[src/hdl/tap_tempo_estimator_assert.svh]
// ---------------------------------------------------------------------------
// Tap tempo estimator assertion macros
// Shared property forms for the checks at the end of the top level.
// ---------------------------------------------------------------------------
`ifndef TAP_TEMPO_ESTIMATOR_ASSERT_SVH
`define TAP_TEMPO_ESTIMATOR_ASSERT_SVH

// same-cycle implication
`define TTE_ASSERT_NOW(label, clk, rst, ante, cons) \
  label: assert property (@(posedge clk) disable iff (rst) (ante) |-> (cons)) \
    else $error("tap_tempo_estimator: same-cycle check failed");

// next-cycle implication
`define TTE_ASSERT_NEXT(label, clk, rst, ante, cons) \
  label: assert property (@(posedge clk) disable iff (rst) (ante) |=> (cons)) \
    else $error("tap_tempo_estimator: next-cycle check failed");

`endif

[src/hdl/tte_pkg.sv]
// ---------------------------------------------------------------------------
// tte_pkg
// Constants, widths and inter-module structs of the tap tempo estimator.
// ---------------------------------------------------------------------------
`default_nettype none

package tte_pkg;

  localparam int NUM_TAPS    = 4;
  localparam int STAMP_BITS  = 32;
  localparam int TICK_RATE_W = 20;
  localparam int GAP_W       = 32;
  localparam int TEMPO_W     = 24;
  localparam int APB_ADDR_W  = 3;
  localparam int APB_DATA_W  = 32;

  localparam int SLOT_IDX_W  = $clog2(NUM_TAPS);
  localparam int GAP_CNT_W   = $clog2(NUM_TAPS);
  localparam int SUM_W       = STAMP_BITS + $clog2(NUM_TAPS);
  localparam int BPM_SCALE_W = 14;
  localparam int SCALED_W    = BPM_SCALE_W + TICK_RATE_W;
  localparam int NUM_W       = SCALED_W + GAP_CNT_W;
  localparam int DIV_CNT_W   = $clog2(NUM_W);

  // 60 s/min * 256 (Q.8)
  localparam logic [BPM_SCALE_W-1:0] BPM_SCALE = 14'd15360;
  localparam logic [TEMPO_W-1:0]     TEMPO_MAX = {TEMPO_W{1'b1}};

  localparam logic [TICK_RATE_W-1:0] TICK_RATE_RST   = 20'd1000;
  localparam logic [GAP_W-1:0]       RESTART_GAP_RST = 32'd2000;

  // register index = paddr[2]
  localparam logic REG_TICK_RATE   = 1'b0;
  localparam logic REG_RESTART_GAP = 1'b1;

  typedef struct packed {
    logic load_tap;
    logic check_step;
    logic update;
    logic gap_step;
    logic scale;
    logic div_load;
    logic div_step;
    logic emit;
  } tte_cmd_t;

  typedef struct packed {
    logic count_zero;
    logic div_last;
  } tte_status_t;

  typedef struct packed {
    logic [TEMPO_W-1:0] tempo;
    logic               restarted;
    logic               tempo_valid;
  } tte_result_t;

endpackage

`default_nettype wire

[src/hdl/tap_tempo_estimator.sv]
// ---------------------------------------------------------------------------
// tap_tempo_estimator
// Tempo in Q.8 BPM from the spacing of the last few tap timestamps.
// ---------------------------------------------------------------------------
//
//   channel   handshake                   payload
//   -------   -------------------------   ------------------------------------
//   tap       tap_valid / tap_ready       tap_time
//   result    result_valid / result_ready tempo_bpm_q8, restarted, tempo_valid
//   config    APB psel/penable/pready     paddr, pwdata, prdata
//
// One tap per transaction; the 36-step restoring divider is the longest part
// of the work, and a tap whose gaps are all zero skips it.
// Work on one tap at a time; the next tap is taken once the previous result
// has moved into the output register, which may still wait for result_ready.
// A stalled output holds the sequencer in its last step, never losing data.
// Synchronous active-high reset clears the slot valid bits, sequencer and
// output valid, and loads tick_rate = 1000, restart_gap = 2000.
//
`default_nettype none

`include "tap_tempo_estimator_assert.svh"

module tap_tempo_estimator (
  input  wire                                 clk,
  input  wire                                 rst,
  // tap channel
  input  wire                                 tap_valid,
  output logic                                tap_ready,
  input  wire [31:0]                          tap_time,
  // result channel
  output logic                                result_valid,
  input  wire                                 result_ready,
  output logic [23:0]                         tempo_bpm_q8,
  output logic                                restarted,
  output logic                                tempo_valid,
  // configuration
  input  wire                                 psel,
  input  wire                                 penable,
  input  wire                                 pwrite,
  input  wire [tte_pkg::APB_ADDR_W-1:0]       paddr,
  input  wire [tte_pkg::APB_DATA_W-1:0]       pwdata,
  output logic [tte_pkg::APB_DATA_W-1:0]      prdata,
  output logic                                pready
);
  import tte_pkg::*;

  logic [TICK_RATE_W-1:0] tick_rate;
  logic [GAP_W-1:0]       restart_gap;
  logic                   cfg_write;
  logic                   reg_sel;

  tte_cmd_t    cmd;
  tte_status_t status;
  tte_result_t result;
  logic        out_free;

  // ---- configuration registers --------------------------------------------
  assign pready    = 1'b1;
  assign reg_sel   = paddr[2];
  assign cfg_write = psel && penable && pwrite && pready;

  always_ff @(posedge clk) begin
    if (rst) begin
      tick_rate   <= TICK_RATE_RST;
      restart_gap <= RESTART_GAP_RST;
    end else if (cfg_write) begin
      unique case (reg_sel)
        REG_TICK_RATE:   tick_rate   <= pwdata[TICK_RATE_W-1:0];
        REG_RESTART_GAP: restart_gap <= pwdata[GAP_W-1:0];
        default: ;
      endcase
    end
  end

  always_comb begin
    unique case (reg_sel)
      REG_TICK_RATE:   prdata = APB_DATA_W'(tick_rate);
      REG_RESTART_GAP: prdata = APB_DATA_W'(restart_gap);
      default:         prdata = '0;
    endcase
  end

  // ---- sequencer and datapath ---------------------------------------------
  tte_ctrl u_ctrl (
    .clk       (clk),
    .rst       (rst),
    .tap_valid (tap_valid),
    .tap_ready (tap_ready),
    .out_free  (out_free),
    .status    (status),
    .cmd       (cmd)
  );

  // stamps wider than the port are zero-extended, narrower ones keep the low bits
  tte_datapath u_datapath (
    .clk         (clk),
    .rst         (rst),
    .cmd         (cmd),
    .tap_time    (STAMP_BITS'(tap_time)),
    .tick_rate   (tick_rate),
    .restart_gap (restart_gap),
    .status      (status),
    .result      (result)
  );

  // ---- output register: frees the sequencer from result_ready -------------
  assign out_free = !result_valid || result_ready;

  always_ff @(posedge clk) begin
    if (rst) begin
      result_valid <= 1'b0;
    end else if (cmd.emit) begin
      result_valid <= 1'b1;
    end else if (result_ready) begin
      result_valid <= 1'b0;
    end
  end

  always_ff @(posedge clk) begin
    if (cmd.emit) begin
      tempo_bpm_q8 <= result.tempo;
      restarted    <= result.restarted;
      tempo_valid  <= result.tempo_valid;
    end
  end

  // ---- checks -------------------------------------------------------------
  // a taken tap keeps the input closed while it is being worked on
  `TTE_ASSERT_NEXT(a_busy_after_tap, clk, rst, tap_valid && tap_ready, !tap_ready)
  // a new result only lands in a free output register
  `TTE_ASSERT_NOW(a_emit_into_free, clk, rst, cmd.emit, !result_valid || result_ready)
  // no counted gap means no tempo
  `TTE_ASSERT_NOW(a_zero_without_gap, clk, rst, result_valid && !tempo_valid, tempo_bpm_q8 == '0)

endmodule

`default_nettype wire

[src/hdl/tte_ctrl.sv]
// ---------------------------------------------------------------------------
// tte_ctrl
// Sequencer: slot check, history update, gap scan, scale, divide, hand-off.
// ---------------------------------------------------------------------------
`default_nettype none

module tte_ctrl (
  input  wire                  clk,
  input  wire                  rst,
  input  wire                  tap_valid,
  output logic                 tap_ready,
  input  wire                  out_free,
  input  tte_pkg::tte_status_t status,
  output tte_pkg::tte_cmd_t    cmd
);
  import tte_pkg::*;

  typedef enum logic [2:0] {
    IDLE, CHECK, UPDATE, GAPS, SCALE, DIV_LOAD, DIV, FINISH
  } state_t;

  localparam logic [SLOT_IDX_W-1:0] CHECK_LAST = SLOT_IDX_W'(NUM_TAPS - 1);
  localparam logic [SLOT_IDX_W-1:0] GAPS_LAST  = SLOT_IDX_W'(NUM_TAPS - 2);

  state_t                state;
  logic [SLOT_IDX_W-1:0] step_cnt;

  always_ff @(posedge clk) begin
    if (rst) begin
      state    <= IDLE;
      step_cnt <= '0;
    end else begin
      unique case (state)
        IDLE: begin
          step_cnt <= '0;
          if (tap_valid) state <= CHECK;
        end
        CHECK: begin
          step_cnt <= step_cnt + 1'b1;
          if (step_cnt == CHECK_LAST) state <= UPDATE;
        end
        UPDATE: begin
          step_cnt <= '0;
          state    <= GAPS;
        end
        GAPS: begin
          step_cnt <= step_cnt + 1'b1;
          if (step_cnt == GAPS_LAST) state <= SCALE;
        end
        SCALE:    state <= DIV_LOAD;
        DIV_LOAD: state <= status.count_zero ? FINISH : DIV;
        DIV:      if (status.div_last) state <= FINISH;
        FINISH:   if (out_free) state <= IDLE;
        default:  state <= IDLE;
      endcase
    end
  end

  assign tap_ready = (state == IDLE);

  always_comb begin
    cmd            = '0;
    cmd.load_tap   = (state == IDLE) && tap_valid;
    cmd.check_step = (state == CHECK);
    cmd.update     = (state == UPDATE);
    cmd.gap_step   = (state == GAPS);
    cmd.scale      = (state == SCALE);
    cmd.div_load   = (state == DIV_LOAD);
    cmd.div_step   = (state == DIV);
    cmd.emit       = (state == FINISH) && out_free;
  end

endmodule

`default_nettype wire

[src/hdl/tte_datapath.sv]
// ---------------------------------------------------------------------------
// tte_datapath
// Stamp history, slot scan, gap accumulator and restoring divider.
// ---------------------------------------------------------------------------
`default_nettype none

module tte_datapath (
  input  wire                                 clk,
  input  wire                                 rst,
  input  tte_pkg::tte_cmd_t                   cmd,
  input  wire [tte_pkg::STAMP_BITS-1:0]       tap_time,
  input  wire [tte_pkg::TICK_RATE_W-1:0]      tick_rate,
  input  wire [tte_pkg::GAP_W-1:0]            restart_gap,
  output tte_pkg::tte_status_t                status,
  output tte_pkg::tte_result_t                result
);
  import tte_pkg::*;

  function automatic logic [STAMP_BITS-1:0] abs_diff(
    input logic [STAMP_BITS-1:0] a,
    input logic [STAMP_BITS-1:0] b
  );
    return (a >= b) ? (a - b) : (b - a);
  endfunction

  logic [STAMP_BITS-1:0] tap;
  logic                  restart;
  logic [STAMP_BITS-1:0] stamps      [NUM_TAPS];
  logic                  slot_valid  [NUM_TAPS];
  logic [STAMP_BITS-1:0] stamps_next [NUM_TAPS];
  logic                  valid_next  [NUM_TAPS];
  // scan line: walked through slot 0 one entry per step
  logic [STAMP_BITS-1:0] scan        [NUM_TAPS];
  logic                  scan_valid  [NUM_TAPS];

  logic [SUM_W-1:0]      sum;
  logic [GAP_CNT_W-1:0]  count;
  logic [SCALED_W-1:0]   scaled;
  logic [SUM_W:0]        rem;
  logic [NUM_W-1:0]      quo;
  logic [DIV_CNT_W-1:0]  div_cnt;

  logic [STAMP_BITS-1:0] chk_diff;
  logic [STAMP_BITS-1:0] gap;
  logic [SUM_W:0]        rem_shift;
  logic [SUM_W:0]        divisor;

  assign chk_diff  = abs_diff(scan[0], tap);
  assign gap       = abs_diff(scan[0], scan[1]);
  assign rem_shift = {rem[SUM_W-1:0], quo[NUM_W-1]};
  assign divisor   = {1'b0, sum};

  always_comb begin
    for (int i = 0; i < NUM_TAPS; i++) begin
      if (restart || i == 0) begin
        stamps_next[i] = tap;
        valid_next[i]  = 1'b1;
      end else begin
        stamps_next[i] = stamps[i-1];
        valid_next[i]  = slot_valid[i-1];
      end
    end
  end

  // slot valid bits
  always_ff @(posedge clk) begin
    if (rst) begin
      for (int i = 0; i < NUM_TAPS; i++) slot_valid[i] <= 1'b0;
    end else if (cmd.update) begin
      for (int i = 0; i < NUM_TAPS; i++) slot_valid[i] <= valid_next[i];
    end
  end

  always_ff @(posedge clk) begin
    if (cmd.load_tap) begin
      tap     <= tap_time;
      restart <= 1'b0;
      for (int i = 0; i < NUM_TAPS; i++) begin
        scan[i]       <= stamps[i];
        scan_valid[i] <= slot_valid[i];
      end
    end

    if (cmd.check_step) begin
      // both sides widened so no stamp width loses bits in the compare
      if (!scan_valid[0] ||
          {{GAP_W{1'b0}}, chk_diff} > {{STAMP_BITS{1'b0}}, restart_gap}) restart <= 1'b1;
      for (int i = 0; i < NUM_TAPS - 1; i++) begin
        scan[i]       <= scan[i+1];
        scan_valid[i] <= scan_valid[i+1];
      end
    end

    if (cmd.update) begin
      for (int i = 0; i < NUM_TAPS; i++) begin
        stamps[i] <= stamps_next[i];
        scan[i]   <= stamps_next[i];
      end
      sum   <= '0;
      count <= '0;
    end

    if (cmd.gap_step) begin
      if (gap != '0) begin
        sum   <= sum + SUM_W'(gap);
        count <= count + 1'b1;
      end
      for (int i = 0; i < NUM_TAPS - 1; i++) scan[i] <= scan[i+1];
    end

    if (cmd.scale) scaled <= SCALED_W'(tick_rate) * SCALED_W'(BPM_SCALE);

    if (cmd.div_load) begin
      rem     <= '0;
      quo     <= NUM_W'(scaled) * NUM_W'(count);
      div_cnt <= '0;
    end

    // restoring division, one quotient bit per step
    if (cmd.div_step) begin
      if (rem_shift >= divisor) begin
        rem <= rem_shift - divisor;
        quo <= {quo[NUM_W-2:0], 1'b1};
      end else begin
        rem <= rem_shift;
        quo <= {quo[NUM_W-2:0], 1'b0};
      end
      div_cnt <= div_cnt + 1'b1;
    end
  end

  assign status.count_zero = (count == '0);
  assign status.div_last   = (div_cnt == DIV_CNT_W'(NUM_W - 1));

  always_comb begin
    if (count == '0) begin
      result.tempo = '0;
    end else if (|quo[NUM_W-1:TEMPO_W]) begin
      result.tempo = TEMPO_MAX;
    end else begin
      result.tempo = quo[TEMPO_W-1:0];
    end
    result.restarted   = restart;
    result.tempo_valid = (count != '0);
  end

endmodule

`default_nettype wire

[config.mk]
export PLATFORM = sky130hd
export DESIGN_NAME = tap_tempo_estimator
export DESIGN_NICKNAME = d
export VERILOG_FILES = /design/src/hdl/tte_pkg.sv /design/src/hdl/tap_tempo_estimator.sv /design/src/hdl/tte_ctrl.sv /design/src/hdl/tte_datapath.sv
export VERILOG_INCLUDE_DIRS = /design/src /design/src/hdl
export SDC_FILE = /design/constraint.sdc
export NUM_CORES = 2
export LEC_CHECK = 0
export BUFFER_PORTS_ARGS = -buffer_cell sky130_fd_sc_hd__buf_2
export CAP_MARGIN = 10
export CORE_UTILIZATION = 42
export CTS_CLUSTER_DIAMETER = 80
export CTS_CLUSTER_SIZE = 16
export DETAILED_ROUTE_END_ITERATION = 8
export GPL_ROUTABILITY_DRIVEN = 0
export PLACE_DENSITY = 0.54
export SLEW_MARGIN = 20
export SYNTH_ARGS = -nofsm -noshare
export SYNTH_HDL_FRONTEND = slang
export SYNTH_SLANG_ARGS = --single-unit
[constraint.sdc]
create_clock -name clk -period 10.8 [get_ports clk]
set_input_delay 1.08 -clock clk [delete_from_list [all_inputs] [get_ports clk]]
set_output_delay 1.08 -clock clk [all_outputs]
set_load 0.02 [all_outputs]
### Word-level counts from Yosys, hierarchy flattened

Memories as Yosys holds them, arrays and structs flattened.
Cells that the tools add are included.

| storage, ports and cells | value |
|---|---|
| bits in registers | 253 |
| RAM bits | 264 |
| input bits | 74 |
| output and inout port bits | 61 |
| logic and storage cells | 155 |
| memories kept | 4 |

Memory list:

| memory | depth | width | read ports | clocked after memory_dff | wr ports | line | text |
|---|---|---|---|---|---|---|---|
| u_datapath.scan | 4 | 32 | 4 | 0 | 4 | tte_datapath.sv:33 | `logic [STAMP_BITS-1:0] scan [NUM_TAPS];` |
| u_datapath.stamps | 4 | 32 | 4 | 0 | 4 | tte_datapath.sv:28 | `logic [STAMP_BITS-1:0] stamps [NUM_TAPS];` |
| u_datapath.scan_valid | 4 | 1 | 4 | 0 | 4 | tte_datapath.sv:34 | `logic scan_valid [NUM_TAPS];` |
| u_datapath.slot_valid | 4 | 1 | 4 | 0 | 4 | tte_datapath.sv:29 | `logic slot_valid [NUM_TAPS];` |

| operators by class | value |
|---|---|
| $add $sub $neg | 9 |
| multipliers | 2 |
| magnitude comparators | 4 |
| equal/unequal tests | 15 |
| muxes and demuxes | 66 |
| bitwise logic cells | 18 |
| reduce and logical (&&, ||, !) cells | 21 |

Operator list:

| operator | number |
|---|---|
| $mux W32 | 15 |
| $mux W34 | 6 |
| $sub A32 B32 Y32 | 4 |
| $mux W36 | 2 |
| $ge A32 B32 Y1 | 2 |
| $pmux W32 S2 | 1 |
| $ge A35 B34 Y1 | 1 |
| $add A34 B32 Y34 | 1 |
| $sub A34 B34 Y34 | 1 |
| $gt A32 B32 Y1 | 1 |
| $reduce_bool A32 Y1 | 1 |
| $mux W1 | 29 |
| $mul A24 B2 Y26 | 1 |
| $mul A20 B4 Y24 const B | 1 |
| $mux W24 | 1 |
| $pmux W3 S8 | 1 |
| $or A1 B1 Y1 | 17 |
| $mux W3 | 5 |
| $eq A3 B3 Y1 const B | 4 |
| $mux W6 | 2 |
| $reduce_or A12 Y1 | 1 |
| $ne A2 B1 Y1 const B | 4 |
| $reduce_bool A2 Y1 | 4 |
| $add A6 B1 Y6 const B | 1 |
| 17 further kinds | 29 |

### Longest topological paths before layout

| logic depth | value |
|---|---|
| word-level depth | 7 |
| mapped depth | 31 |
| depth with buffers taken out | 29 |

### By module

From an unflattened synthesis, not the netlist that was laid out.

| unflattened totals | value |
|---|---|
| cells, all modules | 3802 |
| area total of the unflattened synthesis | 35746.8 sq um |

By module, submodules not included:

| module | times used | cells each | area an instance (sq um) | sequential area each (sq um) |
|---|---|---|---|---|
| tte_datapath | 1 | 3478 | 31975.7 | 12622.1 |
| tap_tempo_estimator | 1 | 279 | 3387.0 | 1841.8 |
| tte_ctrl | 1 | 45 | 384.1 | 100.1 |

### Worst setup path before layout

Ideal clock, no wire load.

| path | value |
|---|---|
| path type | register -> register |
| start | mem u_datapath.scan[0][0] |
| end | reg u_datapath.sum[33] |
| arrival | 5.606 ns |
| slack | 5.122 ns |
| stages on the path, launching flop included | 29 |
| cell sequence | edfxtp_1 > inv_1 > ha_1 > inv_1 > fa_1 > a211oi_2 > o211ai_1 > nand2_1 > a211oi_2 > nor3_2 > buf_2 > buf_2 > buf_1 > nand2_1 > o31ai_1 > o221ai_1 > xor2_1 > ha_1 > a21o_1 > a21o_1 > a21o_1 > nand3_1 > a41oi_1 > o311ai_0 > nand2b_1 > a31o_2 > a221o_1 > o2111ai_1 > mux2i_1 |

RTL lines:

| element | line | text |
|---|---|---|
| start: declaration | tte_datapath.sv:33 |  |
| end signal: assignment | tte_datapath.sv:105 | `sum <= sum + SUM_W'(gap);` |
| end: declaration | tte_datapath.sv:36 | `logic [SUM_W-1:0] sum;` |

==> impl_metrics.json <==
{
  "status": "complete, no violations",
  "grt_first_pass_wirelength_um": 149000,
  "path_clk_slew_ps": 80,
  "synth_top_cell_by_area": "edfxtp_1",
  "grt_usage": 0.217,
  "ys_ff_latch": 517,
  "rsz0062_at_grt": "false",
  "synth_top_area_frac": 0.356,
  "io-pin-count": 135,
  "max_stage_delay_ps": 600,
  "worst-setup-path-type": "reg2reg",
  "skew_ps": 20.0,
  "clk_latency_ps": 580,
  "power.ir.vdd_worst_uv": 158,
  "clock-sinks": 517,
  "routed_wl_um": 94100,
  "vias_per_cell": 5.47,
  "nNetsFinal": 4209,
  "ant_nets": 0,
  "ys_warn_count": 0,
  "area_growth_pct": 8.14,
  "post_cts_resized": 0,
  "grt-ovfl-total": 0,
  "postCtsSetupBuffers": 0,
  "die_x_um": 293,
  "final_common_cell": "edfxtp_1",
  "antenna_found_initial": 1,
  "synth_area_leaders": "edfxtp_1 (36%), ha_1 (9.8%), dfxtp_1 (5.4%)",
  "max_freq_mhz": 145,
  "crit_path_max_fanout": 47,
  "vias": 27200,
  "die-area_um2": 85700,
  "clk_path_buf_depth": 3,
  "min_period_ps": 6890,
  "row_count": 106,
  "start_util": 0.424,
  "layout_common_cells": "edfxtp_1 (421), nand2_1 (412), inv_1 (333)",
  "firstDrtPassIters": 6,
  "cts_tree": "done",
  "layout-drive-gt1-share": 0.0755,
  "clockRootBuffer": "clkbuf_16",
  "total_power_mw": 13.2,
  "cp_slowest_cell": "a2111oi_0",
  "crit_top_cell": "a21o_1",
  "ys.flop_type": "edfxtp_1",
  "leakage_nw": 16.3,
  "critPathRequiredTime_ps": 11280,
  "syn_inst": 3790,
  "syn-cell-area_um2": 35500,
  "htreeDepth": 2,
  "coreArea_um2": 83700,
  "ctsHoldBuffers": 0,
  "startpoint_type": "flop",
  "port_buffers": 131,
  "grt_max_degree": 105,
  "slew-limit-headroom": 0.291,
  "slew_viol_final": 0,
  "postSynthAreaPerCell_um2": 9.37,
  "setup_viol": 0,
  "finalHoldWorstSlack_ps": 428,
  "grt_pass1_vias": 26300,
  "synth_edf_count": 421,
  "cts-buffers-inserted": 42,
  "dp_hpwl_um": 69000,
  "async_reset_ff_frac": 0,
  "tightest_slew_ps": 1060,
  "hold_path_class": "reg2reg",
  "synth_cell_type_count": 83,
  "wl_per_cell_um": 18.9,
  "arrival_ps": 7360,
  "syn-num-nets": 4186,
  "hold_viol": 0,
  "tns_ps": 0,
  "cp-end-kind": "flop",
  "route.detailed.drc": 0,
  "finish.utilization": 0.459,
  "p_per_area_nw_per_um2": 345,
  "fp.dieH_um": 293,
  "drtIter0Drc": 1736,
  "fin_crit_sh": 0.638,
  "maxCapViolations": 0,
  "yosysSeqAreaShare": 0.410
}
[where the power goes]
group	switching, mW	internal, mW
sequential	0.355	2.79
combinational	5.24	3.34
clock	0.751	0.778
[state kept, by name, summed over array words and instances, names as in the netlist, 2 cells and up]
register / count
u_datapath.scan: 128
u_datapath.stamps: 128
u_datapath.quo: 36
u_datapath.rem: 34
u_datapath.sum: 34
restart_gap: 32
u_datapath.tap: 32
tempo_bpm_q8: 24
u_datapath.scaled: 24
tick_rate: 20
u_datapath.div_cnt: 6
u_datapath.scan_valid: 4
u_datapath.slot_valid: 4
u_ctrl.state: 3
u_ctrl.step_cnt: 2
u_datapath.count: 2
[cell families after synthesis]
kind of cell,share of synthesized area
AOI/OAI and AO/OA,0.194
and+or+nand+nor,0.135
DFF,0.410
buffers and inverters,0.0567
adders and majority gates,0.123
xor gates and xnor gates,0.0395
muxes,0.0423
other,0.000106
[critical path, delay by kind of cell, from the launching register on]
family | cells | cell delay [ps]
AOI/OAI and AO/OA | 18 | 3980
adders and majority gates | 3 | 800
buffers and inverters | 4 | 700
and+or+nand+nor | 4 | 430
DFF | 1 | 430
muxes | 1 | 230
xor gates and xnor gates | 1 | 180
[area by class of cell]
type                            count  area (um^2)
Antenna cell                        1         2.50
Sequential cell                   517        14600
Tap cell                         1134         1420
Timing Repair Buffer              159          866
Inverter                          335         1260
Clock buffer                       59         1190
Fill cell                        8082        45300
Clock inverter                     11         91.3
Multi-Input combinational cell   2758        19000
[synth_stat cells (all sizes together), types with 7 or more instances]
cell type and n:
edfxtp 421, nand2 414, inv 335, o21ai 329, ha 278, a21oi 276, nor2 256, clkbuf 140
mux2i 114, a21o 105, xnor2 104, dfxtp 96, and2 68, a22oi 65, a2bb2oi 65, xor2 56
nand3 52, nor3 47, fa 44, nand4 43, o21bai 43, buf 40, nor2b 34, mux2 32
nand2b 32, o21a 26, and3 24, a31oi 22, a211oi 20, o211ai 18, o31ai 17, or3 17
a21boi 13, nor4 12, a211o 10, a31o 10, nand3b 10, and4 7, or2 7
[per-stage QoR]
step | setup slack, ps | instance area [um^2] | std cells
finish | 3910 | 38400 | 4974
detailed placement | 3860 | 37100 | 4903
CTS | 3860 | 38400 | 4973
global placement | 3860 | 37100 | 4903
floorplan | 5120 | 35500 | 3790
global route | 3470 | 38400 | 4973
[metal layers]
metal / vias up / wire length (um) / track usage / share of wire
met4: 0 / 2270 / 0.0535 / 0.024
met1: 13000 / 45000 / 0.304 / 0.48
met5: - / 0 / 0 / 0
met2: 479 / 43700 / 0.362 / 0.46
met3: 106 / 3110 / 0.0175 / 0.033
li1: 13600 / - / - / -
[final timing paths]
| check | from | endpoint | slack [ps] | cells after the start |
|---|---|---|---|---|
| worst max-delay path | u_datapath.scan[0][0] | u_datapath.restart | 3910 | 31 |
| worst min-delay path | u_datapath.slot_valid[0][3] | u_datapath.scan_valid[3] | 430 | 0 |
| worst max register to register | u_datapath.scan[0][0] | u_datapath.restart | 3910 | 31 |
| worst min register to register | u_datapath.slot_valid[0][3] | u_datapath.scan_valid[3] | 430 | 0 |
Power figures use the tool's default switching activity.
